File: src/ces_pkg.sv
// Package for the coalescing extent set: default sizes, codes, controller states
// and the command/status words between controller and datapath. No dependencies.
package ces_pkg;

    localparam int ADDR_BITS_DEF   = 32;
    localparam int MAX_EXTENTS_DEF = 32;

    // Result field widths
    localparam int TOTAL_W = 33;
    localparam int EXT_W   = 6;
    localparam logic [TOTAL_W-1:0] TOTAL_SAT = {TOTAL_W{1'b1}};
    localparam logic [EXT_W-1:0]   EXT_SAT   = {EXT_W{1'b1}};

    // Operation codes
    localparam logic OP_SET   = 1'b0;
    localparam logic OP_CLEAR = 1'b1;

    // Status codes
    localparam logic [1:0] ST_OK   = 2'd0;
    localparam logic [1:0] ST_FULL = 2'd1;
    localparam logic [1:0] ST_BAD  = 2'd2;

    typedef enum logic [1:0] {
        S_IDLE,
        S_SCAN,
        S_FIN,
        S_OUT
    } t_state;

    // Controller to datapath
    typedef struct packed {
        logic load;    // latch a new word
        logic scan;    // examine one table entry
        logic finish;  // commit the operation
    } t_cmd;

    // Datapath to controller
    typedef struct packed {
        logic bad_range;  // incoming word has an invalid range
        logic last;       // entry under scan is the final one
    } t_stat;

endpackage

File: src/ces_ctrl.sv
// Controller for the coalescing extent set: load, scan the table, commit, report;
// an invalid range skips the scan and the commit. Depends on ces_pkg.
module ces_ctrl import ces_pkg::*; (
    input  logic  i_clk,
    input  logic  i_rst_n,
    input  logic  i_start,
    input  t_stat i_stat,
    output t_cmd  o_cmd,
    output logic  o_busy,
    output logic  o_done
);

    t_state r_state, n_state;

    // State register
    always_ff @(posedge i_clk) begin
        if (!i_rst_n) begin
            r_state <= S_IDLE;
        end else begin
            r_state <= n_state;
        end
    end

    // Next state and commands
    always_comb begin
        n_state = r_state;
        o_cmd   = '0;
        o_busy  = 1'b1;
        o_done  = 1'b0;
        unique case (r_state)
            S_IDLE: begin
                o_busy = 1'b0;
                if (i_start) begin
                    o_cmd.load = 1'b1;
                    n_state    = i_stat.bad_range ? S_OUT : S_SCAN;
                end
            end
            S_SCAN: begin
                o_cmd.scan = 1'b1;
                if (i_stat.last) begin
                    n_state = S_FIN;
                end
            end
            S_FIN: begin
                o_cmd.finish = 1'b1;
                n_state      = S_OUT;
            end
            S_OUT: begin
                o_done  = 1'b1;
                n_state = S_IDLE;
            end
            default: n_state = S_IDLE;
        endcase
    end

endmodule

File: src/ces_datapath.sv
// Datapath for the coalescing extent set: bound memories, valid bits, counters,
// per-entry scan logic and commit. Depends on ces_pkg.
module ces_datapath import ces_pkg::*; #(
    parameter int ADDR_BITS   = ADDR_BITS_DEF,
    parameter int MAX_EXTENTS = MAX_EXTENTS_DEF
) (
    input  logic                 i_clk,
    input  logic                 i_rst_n,
    input  t_cmd                 i_cmd,
    input  logic                 i_operation,
    input  logic [31:0]          i_range_start,
    input  logic [32:0]          i_range_length,
    output t_stat                o_stat,
    output logic [1:0]           o_status,
    output logic [TOTAL_W-1:0]   o_total_set,
    output logic [EXT_W-1:0]     o_extents_used,
    output logic                 o_is_empty
);

    localparam int AW  = ADDR_BITS;
    localparam int CW  = ADDR_BITS + 1;
    localparam int IW  = $clog2(MAX_EXTENTS);
    localparam int ECW = $clog2(MAX_EXTENTS + 1);
    localparam int SW  = (CW > TOTAL_W) ? CW : TOTAL_W;
    localparam int XW  = (ECW > EXT_W) ? ECW : EXT_W;
    localparam logic [63:0]    ADDR_MAX = (64'd1 << ADDR_BITS) - 64'd1;
    localparam logic [IW-1:0]  LAST_IDX = IW'(MAX_EXTENTS - 1);
    localparam logic [ECW-1:0] EXT_MAX  = ECW'(MAX_EXTENTS);

    // Extent bounds
    logic [AW-1:0] first_mem [MAX_EXTENTS];
    logic [AW-1:0] final_mem [MAX_EXTENTS];
    logic [AW-1:0] r_rd_first, r_rd_final;

    logic [MAX_EXTENTS-1:0] r_valid, r_pend;
    logic [CW-1:0]  r_count, r_msum;
    logic [ECW-1:0] r_ext, r_mcnt;
    logic [IW-1:0]  r_idx, r_slot;
    logic           r_slot_ok;
    logic           r_op;
    logic [AW-1:0]  r_lo, r_hi, r_nlo, r_nhi, r_tail;
    logic           r_noop, r_abort, r_split;
    logic [1:0]     r_status;

    // Range check of the incoming word
    logic [63:0] s64, last64;
    logic        bad;
    assign s64    = {32'd0, i_range_start};
    assign last64 = s64 + {31'd0, i_range_length} - 64'd1;
    assign bad    = (i_range_length == 33'd0) || (last64 > ADDR_MAX);

    assign o_stat.bad_range = bad;
    assign o_stat.last      = (r_idx == LAST_IDX);

    // Per-entry comparisons
    logic [AW-1:0] f, l, mx, mn;
    logic [AW:0]   l1, hi1;
    logic          pv, cov1, mrg, ovl, contain, cut_left, cut_right, table_full;
    logic [CW-1:0] elen, olen;
    always_comb begin
        f          = r_rd_first;
        l          = r_rd_final;
        pv         = r_valid[r_idx];
        l1         = {1'b0, l} + 1'b1;
        hi1        = {1'b0, r_hi} + 1'b1;
        cov1       = pv && (f <= r_lo) && (l >= r_hi);
        mrg        = pv && (l1 >= {1'b0, r_lo}) && ({1'b0, f} <= hi1);
        ovl        = pv && (l >= r_lo) && (f <= r_hi);
        contain    = ovl && (f < r_lo) && (l > r_hi);
        cut_left   = ovl && (f < r_lo);
        cut_right  = ovl && (l > r_hi);
        table_full = (r_ext == EXT_MAX);
        mx         = (f > r_lo) ? f : r_lo;
        mn         = (l < r_hi) ? l : r_hi;
        elen       = {1'b0, l} - {1'b0, f} + 1'b1;
        olen       = {1'b0, mn} - {1'b0, mx} + 1'b1;
    end

    // Commit decision for a set
    logic set_full, set_apply;
    assign set_full  = (r_mcnt == '0) && table_full;
    assign set_apply = !r_noop && !set_full;

    // Memory write port
    logic          we_first, we_final;
    logic [IW-1:0] waddr;
    logic [AW-1:0] wfirst, wfinal;
    always_comb begin
        we_first = 1'b0;
        we_final = 1'b0;
        waddr    = r_idx;
        wfirst   = r_hi + 1'b1;
        wfinal   = r_lo - 1'b1;
        if (i_cmd.scan && r_op == OP_CLEAR) begin
            we_final = cut_left && !(contain && table_full);
            we_first = cut_right && !contain;
        end else if (i_cmd.finish) begin
            waddr = r_slot;
            if (r_op == OP_SET) begin
                we_first = set_apply;
                we_final = set_apply;
                wfirst   = r_nlo;
                wfinal   = r_nhi;
            end else begin
                we_first = r_split;
                we_final = r_split;
                wfinal   = r_tail;
            end
        end
    end

    // Memories with registered read
    logic [IW-1:0] raddr;
    assign raddr = i_cmd.scan ? r_idx + 1'b1 : '0;
    always_ff @(posedge i_clk) begin
        if (we_first) begin
            first_mem[waddr] <= wfirst;
        end
        if (we_final) begin
            final_mem[waddr] <= wfinal;
        end
        r_rd_first <= first_mem[raddr];
        r_rd_final <= final_mem[raddr];
    end

    // Control state: valid bits and counters
    always_ff @(posedge i_clk) begin
        if (!i_rst_n) begin
            r_valid <= '0;
            r_count <= '0;
            r_ext   <= '0;
        end else if (i_cmd.scan && r_op == OP_CLEAR && ovl) begin
            if (contain) begin
                if (!table_full) begin
                    r_count <= r_count - olen;
                end
            end else begin
                r_count <= r_count - olen;
                if (!cut_left && !cut_right) begin
                    r_valid[r_idx] <= 1'b0;
                    r_ext          <= r_ext - 1'b1;
                end
            end
        end else if (i_cmd.finish) begin
            if (r_op == OP_SET) begin
                if (set_apply) begin
                    // merged entries drop out, the joined extent takes the slot
                    r_valid <= (r_valid & ~r_pend) | (MAX_EXTENTS'(1) << r_slot);
                    r_count <= r_count - r_msum
                             + ({1'b0, r_nhi} - {1'b0, r_nlo} + 1'b1);
                    r_ext   <= r_ext - r_mcnt + 1'b1;
                end
            end else if (r_split) begin
                r_valid[r_slot] <= 1'b1;
                r_ext           <= r_ext + 1'b1;
            end
        end
    end

    // Operation registers: load, then accumulate over the scan
    always_ff @(posedge i_clk) begin
        if (i_cmd.load) begin
            r_op      <= i_operation;
            r_lo      <= s64[AW-1:0];
            r_hi      <= last64[AW-1:0];
            r_nlo     <= s64[AW-1:0];
            r_nhi     <= last64[AW-1:0];
            r_idx     <= '0;
            r_pend    <= '0;
            r_msum    <= '0;
            r_mcnt    <= '0;
            r_slot    <= '0;
            r_slot_ok <= 1'b0;
            r_noop    <= 1'b0;
            r_abort   <= 1'b0;
            r_split   <= 1'b0;
            r_status  <= bad ? ST_BAD : ST_OK;
        end else if (i_cmd.scan) begin
            r_idx <= r_idx + 1'b1;
            // first free slot; for a set, a merged entry frees its slot too
            if (!r_slot_ok && (!pv || (r_op == OP_SET && mrg))) begin
                r_slot    <= r_idx;
                r_slot_ok <= 1'b1;
            end
            if (r_op == OP_SET) begin
                if (cov1) begin
                    r_noop <= 1'b1;
                end
                if (mrg) begin
                    r_pend[r_idx] <= 1'b1;
                    r_mcnt        <= r_mcnt + 1'b1;
                    r_msum        <= r_msum + elen;
                    if (f < r_nlo) begin
                        r_nlo <= f;
                    end
                    if (l > r_nhi) begin
                        r_nhi <= l;
                    end
                end
            end else if (contain) begin
                if (table_full) begin
                    r_abort <= 1'b1;
                end else begin
                    r_split <= 1'b1;
                    r_tail  <= l;
                end
            end
        end else if (i_cmd.finish) begin
            if (r_op == OP_SET) begin
                r_status <= (!r_noop && set_full) ? ST_FULL : ST_OK;
            end else begin
                r_status <= r_abort ? ST_FULL : ST_OK;
            end
        end
    end

    // Result fields, saturated to the port widths
    logic [SW-1:0] tot_w;
    logic [XW-1:0] ext_w;
    assign tot_w          = SW'(r_count);
    assign ext_w          = XW'(r_ext);
    assign o_status       = r_status;
    assign o_total_set    = (tot_w > SW'(TOTAL_SAT)) ? TOTAL_SAT : tot_w[TOTAL_W-1:0];
    assign o_extents_used = (ext_w > XW'(EXT_SAT)) ? EXT_SAT : ext_w[EXT_W-1:0];
    assign o_is_empty     = (r_ext == '0);

endmodule

File: src/coalescing_extent_set.sv
// Top level of the coalescing extent set: controller plus datapath.
// Depends on ces_pkg, ces_ctrl and ces_datapath.
//
//  channel   handshake            payload
//  command   start / busy         i_operation, i_range_start, i_range_length
//  result    o_done (one cycle)   o_status, o_total_set, o_extents_used, o_is_empty
//
// A word is taken on start; the scan then goes through the bound memories at one
// table entry per cycle, then come a commit state and a result state. An invalid
// range goes from the load straight to the result state.
// Reset empties the table at once through its valid bits. The receiver cannot
// stall; each result is presented for exactly one cycle.
module coalescing_extent_set import ces_pkg::*; #(
    parameter int ADDR_BITS   = ADDR_BITS_DEF,
    parameter int MAX_EXTENTS = MAX_EXTENTS_DEF
) (
    input  logic               i_clk,
    input  logic               i_rst_n,
    input  logic               start,
    output logic               busy,
    input  logic               i_operation,
    input  logic [31:0]        i_range_start,
    input  logic [32:0]        i_range_length,
    output logic               o_done,
    output logic [1:0]         o_status,
    output logic [TOTAL_W-1:0] o_total_set,
    output logic [EXT_W-1:0]   o_extents_used,
    output logic               o_is_empty
);

    t_cmd  cmd;
    t_stat stat;

    ces_ctrl u_ctrl (
        .i_clk   (i_clk),
        .i_rst_n (i_rst_n),
        .i_start (start),
        .i_stat  (stat),
        .o_cmd   (cmd),
        .o_busy  (busy),
        .o_done  (o_done)
    );

    ces_datapath #(
        .ADDR_BITS   (ADDR_BITS),
        .MAX_EXTENTS (MAX_EXTENTS)
    ) u_datapath (
        .i_clk          (i_clk),
        .i_rst_n        (i_rst_n),
        .i_cmd          (cmd),
        .i_operation    (i_operation),
        .i_range_start  (i_range_start),
        .i_range_length (i_range_length),
        .o_stat         (stat),
        .o_status       (o_status),
        .o_total_set    (o_total_set),
        .o_extents_used (o_extents_used),
        .o_is_empty     (o_is_empty)
    );

endmodule

File: config.mk
export PLATFORM = sky130hd
export DESIGN_NAME = coalescing_extent_set
export DESIGN_NICKNAME = d
export VERILOG_FILES = /design/src/ces_pkg.sv /design/src/ces_ctrl.sv /design/src/ces_datapath.sv /design/src/coalescing_extent_set.sv
export SDC_FILE = /design/constraint.sdc
export NUM_CORES = 2
export LEC_CHECK = 0
export ABC_AREA = 1
export BUFFER_PORTS_ARGS = -buffer_cell sky130_fd_sc_hd__buf_4
export CORE_UTILIZATION = 50
export DETAILED_ROUTE_END_ITERATION = 10
export PLACE_DENSITY_LB_ADDON = 0.12
export SKIP_LAST_GASP = 1
export SYNTH_ARGS = -nofsm -noshare
export SYNTH_HDL_FRONTEND = slang
export SYNTH_SLANG_ARGS = --single-unit
File: constraint.sdc
create_clock -name i_clk -period 5.8 [get_ports i_clk]
set_input_delay 1.16 -clock i_clk [delete_from_list [all_inputs] [get_ports i_clk]]
set_output_delay 1.16 -clock i_clk [all_outputs]
set_load 0.005 [all_outputs]
### After elaboration in Yosys (flattened, before gate mapping)

Memories as Yosys holds them, arrays and structs flattened. A register that Yosys moved wholly into a read port is not among the register bits.
Cells that the tools add are included.

* memories: 2
* logic and storage cells: 218
* RAM bits: 2048
* bits in registers: 321

* add/subtract/negate cells: 22
* reductions and logical operators: 56
* shifts and indexed selects: 1
* eq/ne operators: 14
* magnitude comparators: 19
* bitwise logic cells: 10
* mux-type cells: 74

Memories
* u_datapath.final_mem: depth 32, width 32, rd ports 1, clocked after memory_dff 1, wr ports 1, RTL line ces_datapath.sv:32 `logic [AW-1:0] final_mem [MAX_EXTENTS];`
* u_datapath.first_mem: depth 32, width 32, rd ports 1, clocked after memory_dff 1, wr ports 1, RTL line ces_datapath.sv:31 `logic [AW-1:0] first_mem [MAX_EXTENTS];`

Operators by type and width (number)
* $mux 32: 25
* $mux 33: 7
* $add 33x1->33 const B: 3
* $sub 32x32->33: 3
* $gt 32x32->1: 3
* $lt 32x32->1: 3
* $or 32x32->32: 3
* $add 32x1->33 const B: 2
* $add 33x33->33: 2
* $sub 33x33->33: 2
* $and 32x32->32: 2
* $ge 32x32->1: 2
* $gt 64x32->1 const B: 1
* $le 32x32->1: 2
* $not 32->32: 2
* $sub 64x1->64 const B: 1
* $mux 6: 8
* $add 32x33->34: 1
* $ge 33x32->1: 1
* $gt 33x33->1 const B: 1
* $le 32x33->1: 1
* $logic_not 33->1: 1
* $add 32x1->32 const B: 1
* $shl 1x5->32 const A: 1
* 32 further kinds: 118

### Longest topological paths before layout

* depth after elaboration: 12
* depth in mapped cells: 33
* depth with buffers taken out: 32

### Cells and area by module

A second synthesis with hierarchy kept.

* cells, all modules: 10881
* area, all modules: 117402.6 um2

By module, submodules not included
* ces_datapath: cells an instance 10852, times used 1, area each 117187.4 um2, sequential area each 70797.9 um2
* ces_ctrl: cells an instance 29, times used 1, area each 215.2 um2, sequential area each 40.0 um2

### Worst setup path before layout

OpenSTA, ideal clock, no wires.

* path kind: input to register
* from: input start
* to: register u_datapath.r_tail[0] (enable)
* setup slack: 398 ps
* stages on the path: 5
* arrival time: 4831 ps
* setup time: 572 ps
* cells stage by stage: nand2_1 -> inv_1 -> clkbuf_1 -> clkbuf_1 -> nor2_1

RTL lines
* from (decl): RTL line coalescing_extent_set.sv:19 `input logic start,`
* to (signal assigned): RTL line ces_datapath.sv:205 `r_tail <= l;`
* to (decl): RTL line ces_datapath.sv:41 `logic [AW-1:0] r_lo, r_hi, r_nlo, r_nhi, r_tail;`

### Worst setup path in the final report

* from: register u_datapath.r_lo[31]
* to: memory u_datapath.first_mem[20][3] in the netlist's numbering (enable)

* longest elaborated chain between the ends: 10
* elaborated cells between the ends (all ways): 12

RTL lines
* from (decl): RTL line ces_datapath.sv:41
* from (signal assigned): RTL line ces_datapath.sv:164 `r_lo <= s64[AW-1:0];`
* $ge 32x32->1: RTL line ces_datapath.sv:68 `ovl = pv && (l >= r_lo) && (f <= r_hi);`
* $logic_and 1x1->1 (2 in a row): RTL line ces_datapath.sv:68
* $logic_and 1x1->1 (2 in a row): RTL line ces_datapath.sv:69 `contain = ovl && (f < r_lo) && (l > r_hi);`
* $logic_not 1->1: RTL line ces_datapath.sv:96 `we_first = cut_right && !contain;`
* $logic_and 1x1->1 (*): RTL line ces_datapath.sv:96
* $mux 1 (*): RTL line ces_datapath.sv:94 `if (i_cmd.scan && r_op == OP_CLEAR) begin`
* $mux 1 (*): RTL line ces_datapath.sv:116 `if (we_first) begin`
* $mux 1 (implied by the code) (*): RTL line ces_datapath.sv:117 `first_mem[waddr] <= wfirst;`
* to (decl): RTL line ces_datapath.sv:31

Mark *: on every way between the ends. The rest lies on a longest branch, timed or not.

==> summary.txt <==
Global routing
  • Grt total ovfl: 0
  • Total track usage: 0.3419
  • First-pass GRT wire length: between 500000 and 600000 um
  • Antenna violations before repair: 22
  • Vias in the first global route: 84140
  • Largest net degree at the start of global routing: around 130

Clock network
  • CTS Hold Bufs: 0
  • Clock sink count: roughly 2400
  • H-tree depth: 5
  • Clk buf depth: 4
  • Worst-Skew Late Latency: 0.96 ns
  • Number of clock buffers inserted by TritonCTS: 280
  • CTS tree: built
  • Root Buffer: clkbuf_16
  • Clock transition at the registers of the reported paths: 0.06 ns

Die
  • Core area: 233200 um2
  • Die H: ~500 um
  • DIE AREA: about 240000 um2
  • Ports: 113
  • # rows: about 180
  • Initial Utilization: 0.5038
  • Die W: approximately 500 um

Synth
  • Synth Cell Area: 117500 um2
  • Post-Syn Nets: 11590
  • Post-synth EDFFs: between 2000 and 2500
  • Top FF cell, synth: edfxtp_1
  • Most common cell in the synthesized netlist: edfxtp_1
  • Top-area cell type share of the netlist area: 0.5651
  • Commonest cells in the netlist: edfxtp_1, nor2_1, nand2_1, o21ai_0, inv_1
  • Area contributors post-synth: edfxtp_1, nor2_1, ha_1
  • Post-synthesis cell type count: 69
  • Syn Area/Cell: around 11 um2
  • Mapped Cells: roughly 11000
  • Seq/Total Area, Yosys: 0.6029
  • Yosys Warn Count: 0
  • Asr flop ratio synth: 0
  • Cell accounting for the most synthesized area: edfxtp_1
  • FF+latch count, synth: roughly 2400

Routing
  • TritonRoute pass-1 iters: 6
  • Via density: 6.123
  • Drt total wl: 410500 um
  • DRC errors left: 0
  • DR vias: slightly below 90000
  • Final ANT Viol Nets: 0
  • Routed len/inst: around 28 um
  • DRT iter0 DRCs: about 11000

Layout
  • Final instance area: 134600 um2
  • Share of cells above drive strength 1: 0.1099
  • Final Non-Filler Cells: roughly 15000
  • Area delta synth->final: 14.53%
  • Fin nets: approximately 12000

Worst setup path
  • Startpoint Class: flop
  • CP Max Fanout: 25
  • Setup CP Type: flop to flop
  • Worst Path Required: ~6.3 ns
  • CP Capture Type: flop
  • CP Data Arrival Time: roughly 6.1 ns

Placement
  • GPL Wtd Cong: around 1
  • Post-placement cell area: 126000 um2
  • Placed insts: approximately 14000
  • PortBufs: around 110
  • Dpl hpwl: approximately 270000 um

Timing
  • Final period util: 0.9664
  • Maximum clock rate: around 180 MHz
  • Max Slew Vio Count: 0
  • Fin crit period: approximately 5.6 ns
  • Setup violations, final: 0
  • Fin Clk Skew: around 0.095 ns
  • Max_slew headroom: 0.02697
  • Min Hold Slack: 0.4207 ns
  • RSZ-0062 raised after global routing: yes
  • Least-Margin Pin Slew: 1.444 ns
  • Final TNS setup: 0 ns
  • Final hold vios: 0

Run status
  • Status: finished clean

Run
  • Max-Cap Viols: 0

Pwr
  • Power per cell area: about 610 nW/um2
  • P_leak: 49.22 nW
  • Overall Power: about 82 mW
  • Max IR drop VDD: 0.5579 mV

Min path
  • Type of the worst min-delay path: input port to flop
==> where the power goes <==
part	internal, mW	switching, mW
clock network	9.88	6.95
logic	14.1	27.3
registers	22.4	1.00
==> flip-flops by register name, summed over array words and instances, names as in the netlist, 33 cells and up <==
register	count
u_datapath.first_mem	1024
u_datapath.final_mem	1024
u_datapath.r_count	33
u_datapath.r_msum	33
==> worst max-delay path: stages, from the launching register on <==
cell and delay, ns:
edfxtp_1 0.38, inv_1 0.15, buf_4 0.20, ha_1 0.29
nand2_1 0.07, nor4_1 0.60, and3_1 0.38, nand4_1 0.11
nand4_1 0.17, nand2_1 0.11, a21oi_4 0.20, nand2_2 0.07
nor2_1 0.61, nand2_1 0.27, nand2_1 0.16, inv_2 0.41
buf_4 0.40, nor2_4 0.10, buf_4 0.43
==> final timing paths <==
path,from,to,slack (ns),cells after the start
max,u_datapath.r_lo[31],u_datapath.first_mem[20][3],0.19,18
min,i_operation,u_datapath.r_op,0.42,1
max reg2reg,u_datapath.r_lo[31],u_datapath.first_mem[20][3],0.19,18
min reg2reg,u_datapath.r_pend[4],u_datapath.r_pend[4],0.46,2
==> stage by stage <==
stage                       util  worst slack (ns)
final                     0.5770            0.1949
after global routing      0.5770          -0.02611
after CTS                 0.5766           0.04981
after detailed placement  0.5402          -0.02835
after global placement    0.5402           -0.1106
after floorplan                -            0.3978
==> timing repair <==
action | CTS | global route
pin swaps | 0 | 1
endpoints found under the setup margin | 51 | 105
gates resized for setup | 1 | 11
setup buffers | 0 | 5
==> per-layer routing <==
| metal | GRT usage | wire length (um) | share of wire | up-vias |
|---|---|---|---|---|
| met5 | 0 | 110 | 0.00027 | - |
| met4 | 0.1283 | 16660 | 0.041 | 18 |
| met3 | 0.05395 | 37360 | 0.091 | 712 |
| met2 | 0.5135 | 180400 | 0.44 | 4430 |
| met1 | 0.4995 | 175900 | 0.43 | 44540 |
| li1 | - | - | - | 39790 |
==> area by class of cell <==
cell class	count	area, um2
Clock inverter	105	1026
Timing Repair Buffer	651	6076
Clock buffer	360	7472
Fill cell	19580	98630
Sequential cell	2433	70840
Multi-Input combinational cell	7118	42130
Tap cell	3132	3919
Antenna cell	6	15.01
Inverter	811	3087
==> cells by family (layout without fill, tap and decap cells) <==
logic type,Yosys count,after routing,synth area share
compound gates,2657,2657,0.1397
simple gates,3718,3718,0.1290
buf+inv,1428,1927,0.04697
xor+xnor,197,197,0.01494
fa+ha+maj,546,546,0.06651
other cells,0,6,0
flops,2433,2433,0.6029
==> cells in the final DEF, fill, tap and decap left out, types with 19 or more instances in the layout <==
cell type,Yosys,layout
o22ai_1,131,131
fa_1,131,131
a31oi_1,79,71
nand3_1,250,250
a21oi_4,0,38
o211ai_1,206,206
o311ai_0,175,175
clkbuf_1,484,68
o21bai_1,207,207
buf_4,6,556
o31ai_1,66,66
clkbuf_16,0,284
clkinv_1,4,45
nand2_2,27,29
xor2_1,148,148
nor2_4,5,41
clkinv_2,0,27
o32ai_1,192,192
a21oi_1,610,555
nand2_1,1374,1368
ha_1,415,415
o21ai_2,1,24
nor4_1,39,37
buf_12,0,95
edfxtp_1,2211,2211
inv_1,790,783
dfxtp_1,222,222
xnor2_1,45,45
nor2_2,23,24
nor3_1,61,60
o21ai_0,894,869
nand4_1,71,71
nor2_1,1804,1767
bufinv_16,0,19
No activity file was read; power rests on OpenSTA's default activity.
